==> src/hw/rtl/cdq_pkg.sv <==
`timescale 1ns / 1ps
// ----------------------------------------------------------------------------
// cdq_pkg
// Shared types and constants for the circular deque block.
// ----------------------------------------------------------------------------
package cdq_pkg;

    localparam int DEPTH_DEF = 16;
    localparam int DATA_W    = 32;
    localparam int FUNC_W    = 2;
    localparam int STATUS_W  = 2;

    typedef enum logic [FUNC_W-1:0] {
        FN_PUSH_FRONT = 2'd0,
        FN_PUSH_BACK  = 2'd1,
        FN_POP_FRONT  = 2'd2
    } t_func;

    typedef enum logic [STATUS_W-1:0] {
        ST_DONE  = 2'd0,
        ST_FULL  = 2'd1,
        ST_EMPTY = 2'd2
    } t_status;

    typedef enum logic [1:0] {
        S_IDLE,
        S_EXEC,
        S_DONE
    } t_state;

    // commands from the controller to the datapath
    typedef struct packed {
        logic load;
        logic exec;
    } t_dp_cmd;

endpackage

==> src/hw/rtl/circular_deque.sv <==
`timescale 1ns / 1ps
// A request is captured on acceptance, executed with the registered store
// read, then its result is held in S_DONE until taken; no new request is
// accepted before then, so a stalled result holds the block.
// Reset: head, tail and count clear and the block is ready as soon as reset
// is released; the entry store is not cleared and needs no clearing pass.
// ----------------------------------------------------------------------------
// circular_deque
// Fixed-depth double-ended queue: push front, push back, pop front.
// ----------------------------------------------------------------------------
module circular_deque
    import cdq_pkg::*;
#(
    parameter int DEPTH = DEPTH_DEF,
    localparam int CNT_W = $clog2(DEPTH + 1)
) (
    input  logic                i_clk,
    input  logic                i_rst_n,
    input  logic                i_valid,
    output logic                o_ready,
    input  logic [FUNC_W-1:0]   i_func,
    input  logic [DATA_W-1:0]   i_data_in,
    output logic                o_valid,
    input  logic                i_ready,
    output logic [STATUS_W-1:0] o_status,
    output logic [DATA_W-1:0]   o_data_out,
    output logic [CNT_W-1:0]    o_occupancy,
    output logic                o_is_full,
    output logic                o_is_empty
);

    t_dp_cmd cmd;

    cdq_ctrl u_ctrl (
        .i_clk       (i_clk),
        .i_rst_n     (i_rst_n),
        .i_in_valid  (i_valid),
        .o_in_ready  (o_ready),
        .o_out_valid (o_valid),
        .i_out_ready (i_ready),
        .o_cmd       (cmd)
    );

    cdq_dp #(
        .DEPTH (DEPTH)
    ) u_dp (
        .i_clk       (i_clk),
        .i_rst_n     (i_rst_n),
        .i_cmd       (cmd),
        .i_func      (i_func),
        .i_data_in   (i_data_in),
        .o_status    (o_status),
        .o_data_out  (o_data_out),
        .o_occupancy (o_occupancy),
        .o_is_full   (o_is_full),
        .o_is_empty  (o_is_empty)
    );

endmodule

==> src/hw/rtl/cdq_ctrl.sv <==
`timescale 1ns / 1ps
// ----------------------------------------------------------------------------
// cdq_ctrl
// Request sequencer: capture, execute, then hold the result until taken.
// ----------------------------------------------------------------------------
module cdq_ctrl
    import cdq_pkg::*;
(
    input  logic    i_clk,
    input  logic    i_rst_n,
    input  logic    i_in_valid,
    output logic    o_in_ready,
    output logic    o_out_valid,
    input  logic    i_out_ready,
    output t_dp_cmd o_cmd
);

    t_state r_state;
    t_state n_state;

    always_ff @(posedge i_clk) begin
        if (!i_rst_n) begin
            r_state <= S_IDLE;
        end else begin
            r_state <= n_state;
        end
    end

    always_comb begin
        n_state     = r_state;
        o_in_ready  = 1'b0;
        o_out_valid = 1'b0;
        o_cmd       = '0;
        case (r_state)
            S_IDLE: begin
                // no request is taken while reset is held
                o_in_ready = i_rst_n;
                if (i_in_valid && i_rst_n) begin
                    o_cmd.load = 1'b1;
                    n_state    = S_EXEC;
                end
            end
            S_EXEC: begin
                o_cmd.exec = 1'b1;
                n_state    = S_DONE;
            end
            S_DONE: begin
                o_out_valid = 1'b1;
                if (i_out_ready) begin
                    n_state = S_IDLE;
                end
            end
            default: begin
                n_state = S_IDLE;
            end
        endcase
    end

endmodule

==> src/hw/rtl/cdq_dp.sv <==
`timescale 1ns / 1ps
// ----------------------------------------------------------------------------
// cdq_dp
// Deque datapath: entry store, head and tail indices, count and result.
// ----------------------------------------------------------------------------
module cdq_dp
    import cdq_pkg::*;
#(
    parameter int DEPTH = DEPTH_DEF,
    localparam int IDX_W = $clog2(DEPTH),
    localparam int CNT_W = $clog2(DEPTH + 1)
) (
    input  logic                i_clk,
    input  logic                i_rst_n,
    input  t_dp_cmd             i_cmd,
    input  logic [FUNC_W-1:0]   i_func,
    input  logic [DATA_W-1:0]   i_data_in,
    output logic [STATUS_W-1:0] o_status,
    output logic [DATA_W-1:0]   o_data_out,
    output logic [CNT_W-1:0]    o_occupancy,
    output logic                o_is_full,
    output logic                o_is_empty
);

    localparam logic [IDX_W-1:0] LAST_IDX = IDX_W'(DEPTH - 1);
    localparam logic [CNT_W-1:0] FULL_CNT = CNT_W'(DEPTH);

    logic [DATA_W-1:0]   r_mem [DEPTH];
    logic [FUNC_W-1:0]   r_func;
    logic [DATA_W-1:0]   r_data;
    logic [IDX_W-1:0]    r_head;
    logic [IDX_W-1:0]    r_tail;
    logic [CNT_W-1:0]    r_count;
    logic [STATUS_W-1:0] r_status;
    logic                r_pop_ok;
    logic [DATA_W-1:0]   r_rd_data;

    logic [IDX_W-1:0]    n_head;
    logic [IDX_W-1:0]    n_tail;
    logic [CNT_W-1:0]    n_count;
    logic [STATUS_W-1:0] n_status;
    logic                n_pop_ok;
    logic                wr_en;
    logic [IDX_W-1:0]    wr_addr;
    logic [IDX_W-1:0]    head_inc;
    logic [IDX_W-1:0]    head_dec;
    logic [IDX_W-1:0]    tail_inc;
    logic                full;
    logic                empty;

    assign full     = (r_count == FULL_CNT);
    assign empty    = (r_count == '0);
    assign head_inc = (r_head == LAST_IDX) ? '0 : r_head + 1'b1;
    assign head_dec = (r_head == '0) ? LAST_IDX : r_head - 1'b1;
    assign tail_inc = (r_tail == LAST_IDX) ? '0 : r_tail + 1'b1;

    always_comb begin
        n_head   = r_head;
        n_tail   = r_tail;
        n_count  = r_count;
        n_status = ST_DONE;
        n_pop_ok = 1'b0;
        wr_en    = 1'b0;
        wr_addr  = r_tail;
        case (r_func)
            FN_PUSH_FRONT: begin
                if (full) begin
                    n_status = ST_FULL;
                end else begin
                    n_head  = head_dec;
                    wr_en   = 1'b1;
                    wr_addr = head_dec;
                    n_count = r_count + 1'b1;
                end
            end
            FN_PUSH_BACK: begin
                if (full) begin
                    n_status = ST_FULL;
                end else begin
                    n_tail  = tail_inc;
                    wr_en   = 1'b1;
                    n_count = r_count + 1'b1;
                end
            end
            FN_POP_FRONT: begin
                if (empty) begin
                    n_status = ST_EMPTY;
                end else begin
                    n_pop_ok = 1'b1;
                    n_head   = head_inc;
                    n_count  = r_count - 1'b1;
                end
            end
            default: begin
                // unused request code leaves store, indices and count as they are
            end
        endcase
    end

    always_ff @(posedge i_clk) begin
        if (!i_rst_n) begin
            r_head  <= '0;
            r_tail  <= '0;
            r_count <= '0;
        end else if (i_cmd.exec) begin
            r_head  <= n_head;
            r_tail  <= n_tail;
            r_count <= n_count;
        end
    end

    always_ff @(posedge i_clk) begin
        if (i_cmd.load) begin
            r_func <= i_func;
            r_data <= i_data_in;
        end
        if (i_cmd.exec) begin
            r_status <= n_status;
            r_pop_ok <= n_pop_ok;
        end
    end

    // entry store: one write port, one registered read at the front
    always_ff @(posedge i_clk) begin
        if (i_cmd.exec && wr_en) begin
            r_mem[wr_addr] <= r_data;
        end
        if (i_cmd.exec) begin
            r_rd_data <= r_mem[r_head];
        end
    end

    assign o_status    = r_status;
    assign o_data_out  = r_pop_ok ? r_rd_data : '0;
    assign o_occupancy = r_count;
    assign o_is_full   = full;
    assign o_is_empty  = empty;

endmodule

==> config.mk <==
export PLATFORM = sky130hd
export DESIGN_NAME = circular_deque
export DESIGN_NICKNAME = d
export VERILOG_FILES = /design/src/hw/rtl/cdq_pkg.sv /design/src/hw/rtl/circular_deque.sv /design/src/hw/rtl/cdq_ctrl.sv /design/src/hw/rtl/cdq_dp.sv
export SDC_FILE = /design/constraint.sdc
export NUM_CORES = 1
export LEC_CHECK = 0
export ABC_AREA = 1
export BUFFER_PORTS_ARGS = -buffer_cell sky130_fd_sc_hd__clkbuf_2
export CORE_ASPECT_RATIO = 1.25
export CORE_MARGIN = 2
export CORE_UTILIZATION = 62
export CTS_CLUSTER_SIZE = 25
export DETAILED_ROUTE_END_ITERATION = 10
export GPL_TIMING_DRIVEN = 0
export MAX_ROUTING_LAYER = met4
export PLACE_DENSITY = 0.85
export SKIP_CTS_REPAIR_TIMING = 1
export SLEW_MARGIN = 20
export SYNTH_ARGS = -nofsm -noshare
export SYNTH_HDL_FRONTEND = slang
export SYNTH_SLANG_ARGS = --single-unit
==> constraint.sdc <==
create_clock -name i_clk -period 5.8 [get_ports i_clk]
set_clock_uncertainty 0.2 [all_clocks]
set_input_delay 1.16 -clock i_clk [delete_from_list [all_inputs] [get_ports i_clk]]
set_output_delay 1.16 -clock i_clk [all_outputs]
set_load 0.03 [all_outputs]
=== Word-level counts from Yosys, hierarchy flattened ===
Memory sizes are Yosys's and may differ from the RTL's. A register that Yosys moved wholly into a read port is not among the register bits.
Cells that the tools add are included.

* Bits in registers: 52
* Bits in writable memories: 512
* Output and inout port bits: 43
* Word-level logic and storage cells: 68
* Memories kept: 1

{| class="wikitable"
|+ Memory list
! memory !! depth !! bits a word !! read ports !! clocked after memory_dff !! write ports !! line !! RTL
|-
| u_dp.r_mem || 16 || 32 || 1 || 1 || 1 || cdq_dp.sv:28 || <nowiki>logic [DATA_W-1:0] r_mem [DEPTH];</nowiki>
|}

* Add/sub/neg operators: 5
* Equal/unequal tests: 12
* Muxes and demuxes: 28
* Bitwise logic cells: 1
* Reduce and logical (&&, ||, !) cells: 13

{| class="wikitable"
|+ Operators with widths
! cell !! count
|-
| 32-bit two-way mux || 1
|-
| 4-bit two-way mux || 7
|-
| 1-bit two-way mux || 11
|-
| 5-bit two-way mux || 2
|-
| 5-bit case mux with 2 select lines || 1
|-
| 4-bit by 1-bit adder with 4-bit output, second input constant || 2
|-
| 4-bit equality test, second input constant || 2
|-
| 2-bit inequality test, second input constant || 4
|-
| 4-bit case mux with 2 select lines || 1
|-
| 4-bit AND reduction || 2
|-
| 2-bit two-way mux || 3
|-
| 2-bit case mux with 3 select lines || 1
|-
| 5-bit by 1-bit adder with 5-bit output, second input constant || 1
|-
| 5-bit equality test, second input constant || 1
|-
| 5-bit logical NOT || 1
|-
| 5-bit by 1-bit subtractor with 5-bit output, second input constant || 1
|-
| 2-bit by 1-bit equality test with 1-bit output, second input constant || 2
|-
| 2-bit equality test, second input constant || 2
|-
| 2-bit logical NOT || 2
|-
| 4-bit logical NOT || 1
|-
| 2-bit case mux with 2 select lines || 1
|-
| 2-bit nonzero test || 2
|-
| 4-bit by 1-bit subtractor with 4-bit output, second input constant || 1
|-
| 3-bit AND reduction || 1
|-
| other kinds (5) || 6
|}

=== Logic depth before layout (Yosys ltp) ===
Gate-level depths: netlist of the first run.

* Depth after elaboration: 6
* Depth in mapped cells: 14
* Gate-level depth less buffers: 10

=== Cells and area by module ===
Synthesis of the first run repeated with hierarchy kept, for this count alone.

* Cell total of the unflattened synthesis: 1834
* Area, all modules: 23650.2 sq um

{| class="wikitable"
|+ Modules (own cells, without submodules)
! module !! times used !! cells an instance !! area each (sq um) !! sequential area each (sq um)
|-
| cdq_dp || 1 || 1817 || 23543.8 || 17707.0
|-
| cdq_ctrl || 1 || 17 || 106.4 || 40.0
|}

=== Worst setup path after synthesis of the first run ===
Ideal clock, no wire load.

* Path kind: register to register
* Start point: register u_ctrl.r_state[0]
* End point: memory u_dp.r_mem[0][0] (enable)
* Library setup time: 0.421 ns
* Arrival: 3.970 ns
* Data required time: 5.179 ns
* Setup slack: 1.209 ns
* Stages on the path, launching flop included: 7
* Path through: dfxtp_1 inv_1 nor2_1 nand2_1 nor2_1 nand3_1 nor2_1

* Cells in the longest elaborated chain, start to end: 5

{| class="wikitable"
|+ Ends and longest elaborated chain
! what !! line !! RTL
|-
| from (decl) || cdq_ctrl.sv:18 || <nowiki>t_state r_state;</nowiki>
|-
| from (signal assigned) || cdq_ctrl.sv:25 || <nowiki>r_state <= n_state;</nowiki>
|-
| 2-bit by 1-bit equality test with 1-bit output || cdq_ctrl.sv:34 || <nowiki>case (r_state)</nowiki>
|-
| 1-bit two-way mux || cdq_ctrl.sv:34 ||
|-
| 1-bit logical AND || cdq_dp.sv:125 || <nowiki>if (i_cmd.exec && wr_en) begin</nowiki>
|-
| 1-bit two-way mux || cdq_dp.sv:125 ||
|-
| 1-bit two-way mux (not written as such) || cdq_dp.sv:126 || <nowiki>r_mem[wr_addr] <= r_data;</nowiki>
|-
| to (decl) || cdq_dp.sv:28 ||
|}

No other way between the ends.

=== Worst setup path in the final report of the first run ===
* Start point: register u_dp.r_head[0]
* End point: memory u_dp.r_mem[3][17] (enable)

* Cells in the longest elaborated chain, start to end: 4
* Elaborated cells on any way between the ends: 5
* Classes of those cells: 1 x add/sub; 3 x mux; 1 x reduce/logical

{| class="wikitable"
|+ Ends and longest elaborated chain
! what !! line !! RTL
|-
| from (decl) || cdq_dp.sv:31 || <nowiki>logic [IDX_W-1:0] r_head;</nowiki>
|-
| from (signal assigned) || cdq_dp.sv:106 || <nowiki>r_head <= n_head;</nowiki>
|-
| 4-bit by 1-bit subtractor with 4-bit output / 4-bit logical NOT (equally long branches) || cdq_dp.sv:54 || <nowiki>assign head_dec = (r_head == '0) ? LAST_IDX : r_head - 1'b1;</nowiki>
|-
| 4-bit two-way mux (*) || cdq_dp.sv:54 ||
|-
| 4-bit two-way mux (*) || cdq_dp.sv:67 || <nowiki>if (full) begin</nowiki>
|-
| 4-bit two-way mux (*) || cdq_dp.sv:65 || <nowiki>case (r_func)</nowiki>
|}

Mark *: on every way between the ends. The rest lies on a longest branch, timed or not.

==> results.toml, run 1 <==
[min_path]
min_path_type = "flip-flop to flip-flop"
hp-start = "u_dp.o_occupancy[3]$_SDFFE_PN0P_"

[setup_path]
crit_slowest_cell = "nor2_4"
cp_num_buf_inv = 7
worstPathCellList = "buf_6 > buf_6 > inv_6 > buf_6 > buf_4 > ha_1 > inv_1 > nand4_1 > nand2_1 > nand3_1 > nor2_4 > buf_16"
crit_path_frequent_cell = "buf_6"
worstPathRequired_ps = 5890
critPathTopFamily = "simple AND/OR/NAND/NOR gates"
critPathArrivalTime_ps = 3980
worstSetupPathType = "flip-flop to flip-flop"
critPathMaxFanout = 18
reg2reg_from = "u_dp.r_head[0]$_SDFFE_PN0P_"
start_kind = "flip-flop"
critPathMaxStageDelay_ps = 840
end_kind = "flip-flop"
critical_path.startpoint = "u_dp.r_head[0]$_SDFFE_PN0P_"

[synth]
yosysSeqAreaShare_pct = 74.9
synth_area_um2 = 23700
ys_warn_count = 0
synth.distinct_cells = 30
synth_edf_count = 581
synthArstFlopShare_pct = 0
synth_area_per_cell_um2 = 12.9
synth_seq_cells = 596
synth-main-ff-cell = "edfxtp_1"
syn_inst = 1843
synthesis.nets = 1888

[global_routing]
gr-usage-met2_pct = 53.8
grt_use_met3_pct = 8.33
grt_pass1_wl_mm = 99.2
antenna_found_initial = 1
busiest_layer = "met2"
grt_max_degree = 22
grt_pass1_vias = 16891
grt_util_all_layers_pct = 35.3
gr-total-overflow = 0
grt_util_met1_pct = 41.7

[die]
die_h_um = 223
die_w_um = 179
dieArea_um2 = 39800
core_area_um2 = 37900
initial_core_util_pct = 62.4
rows = 80
io_pins = 81

[clocking]
cts-root-buf = "clkbuf_16"
htreeDepth = 2
cts_tree = "done"
clock_sinks = 596
clock_latency_ps = 600
clk_path_buf_depth = 3
cts.reportedPaths.clkPinSlew_ps = 60
cts_buffers = 53

[place]
dpl-instance-area_um2 = 25300
port_buffers = 79
dpl.hpwl_mm = 41.7
pre_cts_slack_ps = 2180
gp_congestion = 0.872

[final_layout]
area_growth_pct = 14.1
nNetsFinal = 2042
mostFrequentLayoutCell = "edfxtp_1"
final_cell_area_um2 = 27000
layout.cells.most_common_list = "581 x edfxtp_1, 392 x nor2_1, 203 x o21ai_0, 142 x nand2_1, 126 x o211ai_1"
layout-drive-gt1-share_pct = 12.2
utilization_pct = 71.3

[flow_run]
cap_violations = 0

[route]
num_vias = 16930
drt_wl_total_mm = 67.7
ant_nets = 0
avgViaCountPerCell = 6.69
drc = 0
dr.first_iter.drc_count = 2751
wl_per_cell_um = 26.7
first_pass_iters = 6

[sta]
clock.fmax_mhz = 257
worst_slack_ps = 1910
tns_ps = 0
worstMarginPinSlew_ps = 1050
min_period_over_period_pct = 67.0
hold_viol_final = 0
setup_violations = 0
min_period_ps = 3890
slew_headroom_pct = 30.1
rsz0062_at_grt = "false"
finalMaxSlewViolations = 0

[pwr]
p_leak_uw = 0.00919
ir_drop_v = 0.000220
power_uw = 8950
p_per_area_nw_per_um2 = 331

[run_status]
status = "finished clean"
## sequential cells by signal, summed over array words and instances, names as in the netlist
register,flops
u_dp.r_head,4
u_dp.r_func,2
u_dp.o_occupancy,5
u_dp.r_data,32
u_dp.r_pop_ok,1
u_dp.r_rd_data,32
u_ctrl.r_state,2
u_dp.o_status,2
u_dp.r_mem,512
u_dp.r_tail,4
## worst register-to-register path: cells and delay by family, from the launching register on
kind                       cells  cell delay [ps]
buffers and inverters          7             1160
adders and majority gates      1              340
DFF                            1              450
and+or+nand+nor                4             1400
## path summary, 6_finish.rpt
check        cells after the start  slack, ps                               end
min                              2        320  u_dp.o_occupancy[3]$_SDFFE_PN0P_
max                             12       1910       u_dp.r_mem[3][17]$_DFFE_PP_
max reg2reg                     12       1910       u_dp.r_mem[3][17]$_DFFE_PP_
min reg2reg                      2        320  u_dp.o_occupancy[3]$_SDFFE_PN0P_
## per-stage QoR
step,hold slack (ps),cells
2_1_floorplan,272,1843
3_3_place_gp,294,2414
3_5_place_dp,313,2434
4_1_cts,321,2531
5_1_grt,356,2532
6_report,324,2532
## cell usage after synthesis, types with 3 or more instances
library cell    n  area [um^2]
clkbuf_1       46          173
nand2_1       142          533
dfxtp_1        15          300
buf_1          16         60.1
a21oi_1        20          100
nand4_1         8         50.1
o211ai_1      126          946
nor2_1        410         1540
buf_2          28          140
buf_4           9         67.6
o21ai_1        61          305
ha_1            6         75.1
inv_1          62          233
nand3_1        76          380
nor2_2          3         18.8
o21ai_0       203         1020
buf_6          13          146
clkinv_1        3         11.3
edfxtp_1      581        17400
xor2_1          4         35.0
## power breakdown
group | total (uW) | leakage [uW] | switching, uW | internal [uW]
sequential | 4810 | 0.00537 | 53.1 | 4760
clock | 3600 | 0.000854 | 1550 | 2040
combinational | 535 | 0.00297 | 386 | 149
## logic make-up after synthesis
| group | count (synthesis) | synth area share, % |
|---|---|---|
| AND/OR/NAND/NOR | 643 | 10.8 |
| flip-flops | 596 | 74.9 |
| AO/OA/AOI/OAI | 412 | 10.1 |
| buffers and inverters | 180 | 3.64 |
| adder cells (fa/ha/maj) | 7 | 0.401 |
| XOR/XNOR | 5 | 0.185 |
## routing by layer
metal	wire length [um]	up-vias	part of all wire, %
li1	-	6961	-
met1	21300	7920	31
met2	31800	1647	47
met3	9190	402	14
met4	5380	0	7.9
met5	0	-	0
## cell type report
class / instances / area, um^2
Fill cell: 2190 / 10900
Clock buffer: 65 / 1410
Antenna cell: 1 / 2.50
Tap cell: 492 / 616
Multi-Input combinational cell: 1067 / 5210
Sequential cell: 596 / 17700
Clock inverter: 32 / 339
Timing Repair Buffer: 99 / 841
Buffer: 113 / 607
Inverter: 67 / 256
Note: power is estimated with default switching activity, not from simulation.
==> inputs of run 2 (changes only) <==
--- a/config.mk
+++ b/config.mk
@@ -5,16 +5,16 @@
 export SDC_FILE = /design/constraint.sdc
 export NUM_CORES = 1
 export LEC_CHECK = 0
-export ABC_AREA = 1
+export ABC_AREA = 0
 export BUFFER_PORTS_ARGS = -buffer_cell sky130_fd_sc_hd__clkbuf_2
 export CORE_ASPECT_RATIO = 1.25
 export CORE_MARGIN = 2
-export CORE_UTILIZATION = 62
+export CORE_UTILIZATION = 55
 export CTS_CLUSTER_SIZE = 25
 export DETAILED_ROUTE_END_ITERATION = 10
 export GPL_TIMING_DRIVEN = 0
 export MAX_ROUTING_LAYER = met4
-export PLACE_DENSITY = 0.85
+export PLACE_DENSITY = 0.8
 export SKIP_CTS_REPAIR_TIMING = 1
 export SLEW_MARGIN = 20
 export SYNTH_ARGS = -nofsm -noshare
==> constraint.sdc (replaced) <==
create_clock -name i_clk -period 3.25 [get_ports i_clk]
set_clock_uncertainty 0.2 [all_clocks]
set_input_delay 0.65 -clock i_clk [delete_from_list [all_inputs] [get_ports i_clk]]
set_output_delay 0.65 -clock i_clk [all_outputs]
set_load 0.03 [all_outputs]
==> results.toml, run 2 <==
[pwr]
ir_drop_v = 0.000406
power_uw = 15600
p_per_area_nw_per_um2 = 586
p_leak_uw = 0.00839

[synth]
yosysMostFrequentCell = "edfxtp_1"
synthArstFlopShare_pct = 0
yosysTopAreaCell = "edfxtp_1"
synth_area_um2 = 22700
synthesis.nets = 1019
ys_warn_count = 0
synth_area_leaders = "edfxtp_1 77%, mux4_2 16%, dfxtp_1 1.3%, and2_1 1.1%, buf_6 0.40%"
yosysSeqAreaShare_pct = 78.3
synth_top_area_share_pct = 76.9
synth.distinct_cells = 44
synth_area_per_cell_um2 = 23.3
synth_seq_cells = 596
synth_edf_count = 581
syn_inst = 974
synth_common_cells = "581 x edfxtp_1, 159 x mux4_2, 39 x and2_1"
synth-main-ff-cell = "edfxtp_1"

[clocking]
cts_tree = "done"
clock_latency_ps = 590
cts.reportedPaths.clkPinSlew_ps = 80
clk_path_buf_depth = 3
htreeDepth = 2
clock_sinks = 596
cts_buffers = 54
cts-root-buf = "clkbuf_16"

[route]
dr.first_iter.drc_count = 1575
first_pass_iters = 5
drt_wl_total_mm = 56.7
avgViaCountPerCell = 6.46
drc = 0
ant_nets = 0
num_vias = 11323
wl_per_cell_um = 32.4

[die]
die_h_um = 231
io_pins = 81
core_area_um2 = 40900
rows = 83
initial_core_util_pct = 55.4
die_w_um = 186
dieArea_um2 = 42900

[setup_path]
critPathMaxStageDelay_ps = 640
worstPathCellList = "clkbuf_1 > and2_1 > clkbuf_2"
critPathTopFamily = "buffers and inverters"
crit_slowest_cell = "edfxtp_1"
end_kind = "output pin"
worstSetupPathType = "flip-flop to output pin"
start_kind = "flip-flop"
critPathMaxFanout = 10
critPathArrivalTime_ps = 2380
cp_num_buf_inv = 2
worstPathRequired_ps = 2400

[final_layout]
fillers = 2540
mostFrequentLayoutCell = "edfxtp_1"
top_register = "u_dp.r_mem"
layout.cells.most_common_list = "581 x edfxtp_1, 159 x mux4_2, 80 x clkbuf_2, 55 x clkbuf_16, 38 x and2_1"
layout-drive-gt1-share_pct = 35.5
diodes = 0
largest_register_ffs = 512
nNetsFinal = 1203
top_regs = "u_dp.r_mem x512, u_dp.r_data x32, u_dp.r_rd_data x32"
area_growth_pct = 17.2

[global_routing]
gr-total-overflow = 0
grt_max_degree = 35
grt_util_all_layers_pct = 26.4
grt_pass1_vias = 11362
antenna_found_initial = 0
grt_pass1_wl_mm = 76.5

[place]
gp_congestion = 0.765
dpl.hpwl_mm = 30.6
port_buffers = 80

[sta]
worstMarginPinSlew_ps = 1060
holdWs_ps = 34.3
hold_viol_final = 0
finalMaxSlewViolations = 0
min_period_ps = 3230
slew_headroom_pct = 29.6
clock.fmax_mhz = 309
setup_violations = 0
min_period_over_period_pct = 99.5

[run_status]
status = "finished clean"

[min_path]
min_path_type = "primary input to flip-flop"

[flow_run]
cap_violations = 0
==> run 2: layout make-up <==
type	count	area, um^2	area share (%)
multi-input cells	323	4830	18.2
flip-flops and latches	596	17700	66.7
well taps	552	691	2.60
plain buffers	46	259	0.974
clock inverters	36	348	1.31
clock buffers	62	1400	5.28
inverters	9	33.8	0.127
repair buffers	128	1280	4.80
==> run 2: through the flow <==
stage,TNS [ps],cells,util (%),setup WS (ps),cell area (um^2)
CTS,-431060,1728,64.1,-1060,26200
global route,-2450,1752,65.0,-66.9,26600
global placement,-972670,1606,58.2,-2770,23800
finish,0,1752,65.0,17.4,26600
floorplan,-74740,974,-,-435,22700
detailed placement,-389200,1630,59.8,-972,24500
==> run 2: cells by family after synthesis <==
logic type | Yosys count | synth area share, %
buf+inv | 55 | 1.26
flops | 596 | 78.3
compound gates | 35 | 1.03
simple gates | 106 | 2.58
xor+xnor | 10 | 0.386
mux | 165 | 16.1
fa+ha+maj | 7 | 0.419
==> run 2: report_power, final <==
part / switching (uW) / total (uW) / internal, uW
clock: 2850 / 6430 / 3580
sequential: 94.9 / 8580 / 8480
combinational: 337 / 583 / 246
total: 3280 / 15600 / 12300
==> run 2: metal layers <==
metal / part of all wire [%] / routed length, um / up-vias / track usage, %
met1: 36 / 20300 / 5903 / 33.8
li1: - / - / 4443 / -
met5: 0 / 0 / - / -
met4: 3.8 / 2150 / 0 / 11.7
met3: 9.4 / 5350 / 135 / 4.49
met2: 51 / 28900 / 842 / 42.0
==> run 2: worst paths after layout <==
path | slack, ps | depth (start not counted) | endpoint | from
max | 20 | 3 | o_data_out[13] | u_dp.r_pop_ok$_SDFFCE_PN0N_
min | 30 | 1 | u_dp.r_data[22]$_DFFE_PP_ | i_data_in[22]
max reg2reg | 70 | 11 | u_dp.r_mem[8][23]$_DFFE_PP_ | u_dp.r_head[1]$_SDFFE_PN0P_
min reg2reg | 320 | 2 | u_dp.r_tail[0]$_SDFFE_PN0P_ | u_dp.r_tail[0]$_SDFFE_PN0P_
==> inputs of run 3 (changes only) <==
--- a/config.mk
+++ b/config.mk
@@ -5,17 +5,18 @@
 export SDC_FILE = /design/constraint.sdc
 export NUM_CORES = 1
 export LEC_CHECK = 0
-export ABC_AREA = 0
+export ABC_AREA = 1
 export BUFFER_PORTS_ARGS = -buffer_cell sky130_fd_sc_hd__clkbuf_2
 export CORE_ASPECT_RATIO = 1.25
 export CORE_MARGIN = 2
-export CORE_UTILIZATION = 55
+export CORE_UTILIZATION = 56
 export CTS_CLUSTER_SIZE = 25
 export DETAILED_ROUTE_END_ITERATION = 10
 export GPL_TIMING_DRIVEN = 0
 export MAX_ROUTING_LAYER = met4
-export PLACE_DENSITY = 0.8
+export PLACE_DENSITY = 0.81
 export SKIP_CTS_REPAIR_TIMING = 1
+export SKIP_LAST_GASP = 1
 export SLEW_MARGIN = 20
 export SYNTH_ARGS = -nofsm -noshare
 export SYNTH_HDL_FRONTEND = slang
==> results.toml, run 3 (synthesized netlist as in run 1, its figures left out) <==
[clocking]
cts_tree = "done"
cts.reportedPaths.clkPinSlew_ps = 60
clk_path_buf_depth = 3
htreeDepth = 2
clock_latency_ps = 620
clock_sinks = 596
cts-root-buf = "clkbuf_16"
cts_buffers = 54

[setup_path]
critPathMaxFanout = 19
worstPathCellList = "buf_6 > buf_6 > inv_6 > buf_6 > buf_4 > ha_1 > xor2_2 > nand2_1 > nand2_1 > nand2_1 > nor2_4 > buf_12"
cp_num_buf_inv = 6
end_kind = "flip-flop"
worstSetupPathType = "flip-flop to flip-flop"
start_kind = "flip-flop"
critPathArrivalTime_ps = 3560
critPathTopFamily = "buffers and inverters"
crit_slowest_cell = "nor2_4"
critPathMaxStageDelay_ps = 350
worstPathRequired_ps = 3340

[die]
die_w_um = 188
core_area_um2 = 41900
io_pins = 81
initial_core_util_pct = 56.5
dieArea_um2 = 44000
rows = 84
die_h_um = 234

[sta]
rsz0062_at_grt = "true"
finalMaxSlewViolations = 0
worst_slack_ps = -224
clock.fmax_mhz = 288
min_period_ps = 3470
slew_headroom_pct = 18.0
min_period_over_period_pct = 107
worstMarginPinSlew_ps = 1230
hold_viol_final = 0
setup_violations = 441

[global_routing]
busiest_layer = "met2"
gr-total-overflow = 0
antenna_found_initial = 1
grt_util_all_layers_pct = 30.1
grt_pass1_vias = 15844
gr-usage-met2_pct = 46.6
grt_util_met1_pct = 35.6
grt_pass1_wl_mm = 94.2
grt_max_degree = 23
grt_use_met3_pct = 6.61

[route]
num_vias = 16475
drt_wl_total_mm = 66.8
first_pass_iters = 6
ant_nets = 0
drc = 0
avgViaCountPerCell = 6.30
dr.first_iter.drc_count = 2756
wl_per_cell_um = 25.5

[place]
gp_congestion = 0.876
pre_cts_slack_ps = -413
port_buffers = 79
dpl.cell_count = 2499
dpl.hpwl_mm = 40.3
dpl-instance-area_um2 = 25300

[final_layout]
fillers = 2721
top_regs = "u_dp.r_mem x512, u_dp.r_data x32, u_dp.r_rd_data x32"
seq_area_um2 = 17700
final_cells = 2616
area_growth_pct = 15.8
multiInputGateArea_um2 = 5260
final_cell_area_um2 = 27400
top_register = "u_dp.r_mem"
mostFrequentLayoutCell = "edfxtp_1"
layout.cells.most_common_list = "581 x edfxtp_1, 392 x nor2_1, 203 x o21ai_0, 140 x nand2_1, 126 x o211ai_1"
nNetsFinal = 2059
layout-drive-gt1-share_pct = 13.6
largest_register_ffs = 512

[flow_run]
cap_violations = 0

[pwr]
ir_drop_v = 0.000502
p_leak_uw = 0.00930
p_per_area_nw_per_um2 = 580

[run_status]
violations = "negative setup slack"
status = "finished with violations"

[min_path]
min_path_type = "primary input to flip-flop"
==> run 3: cell count changes in the layout (fill, tap and decap cells not counted), moves of 13 or more <==
| cell | delta |
|---|---|
| nor2_1 | +386 |
| o21ai_0 | +201 |
| mux4_2 | -159 |
| nand2_1 | +127 |
| o211ai_1 | +126 |
| nand3_1 | +70 |
| o21ai_1 | +57 |
| inv_1 | +55 |
| and2_1 | -38 |
| clkbuf_1 | +28 |
| buf_12 | +16 |
| buf_16 | -13 |
| buf_2 | +13 |
==> run 3: area by class of cell <==
cell class	count	share of cell area (%)
diodes	1	0.00912
plain buffers	113	2.22
clock buffers	58	4.98
clock inverters	40	1.41
inverters	67	0.935
multi-input cells	1067	19.2
flip-flops and latches	596	64.7
well taps	559	2.55
repair buffers	115	4.01
==> run 3: per-layer routing <==
layer	up-vias	wire length, um
met5	-	0
met4	0	4760
met2	1435	31500
met3	334	8370
li1	7007	-
met1	7699	22100
==> run 3: worst paths after layout <==
| kind | slack (ps) | endpoint | from | cells past startpoint |
|---|---|---|---|---|
| hold / removal | 1 | u_dp.r_func[1]$_DFFE_PP_ | i_func[1] | 1 |
| hold reg to reg | 330 | u_dp.o_occupancy[2]$_SDFFE_PN0P_ | u_dp.o_occupancy[2]$_SDFFE_PN0P_ | 2 |
| setup / recovery | -220 | u_dp.r_mem[15][5]$_DFFE_PP_ | u_dp.r_head[0]$_SDFFE_PN0P_ | 12 |
| setup reg to reg | -220 | u_dp.r_mem[15][5]$_DFFE_PP_ | u_dp.r_head[0]$_SDFFE_PN0P_ | 12 |
==> run 3: stage by stage <==
step	power, uW	utilization (%)	hold WS, ps	setup TNS [ps]
after floorplan	9270	-	272	0
after global placement	9600	59.2	293	-677330
after detailed placement	9660	60.3	316	-131750
after CTS	15800	64.5	9.15	-146520
after global routing	16300	65.4	8.32	-40250
final	15900	65.4	1.09	-31680
==> run 3: report_power, final <==
group          internal, uW  total [uW]  switching (uW)
Clock                  3590        6370            2780
Combinational           267         958             691
Sequential             8500        8590            91.0
Total                 12400       15900            3560
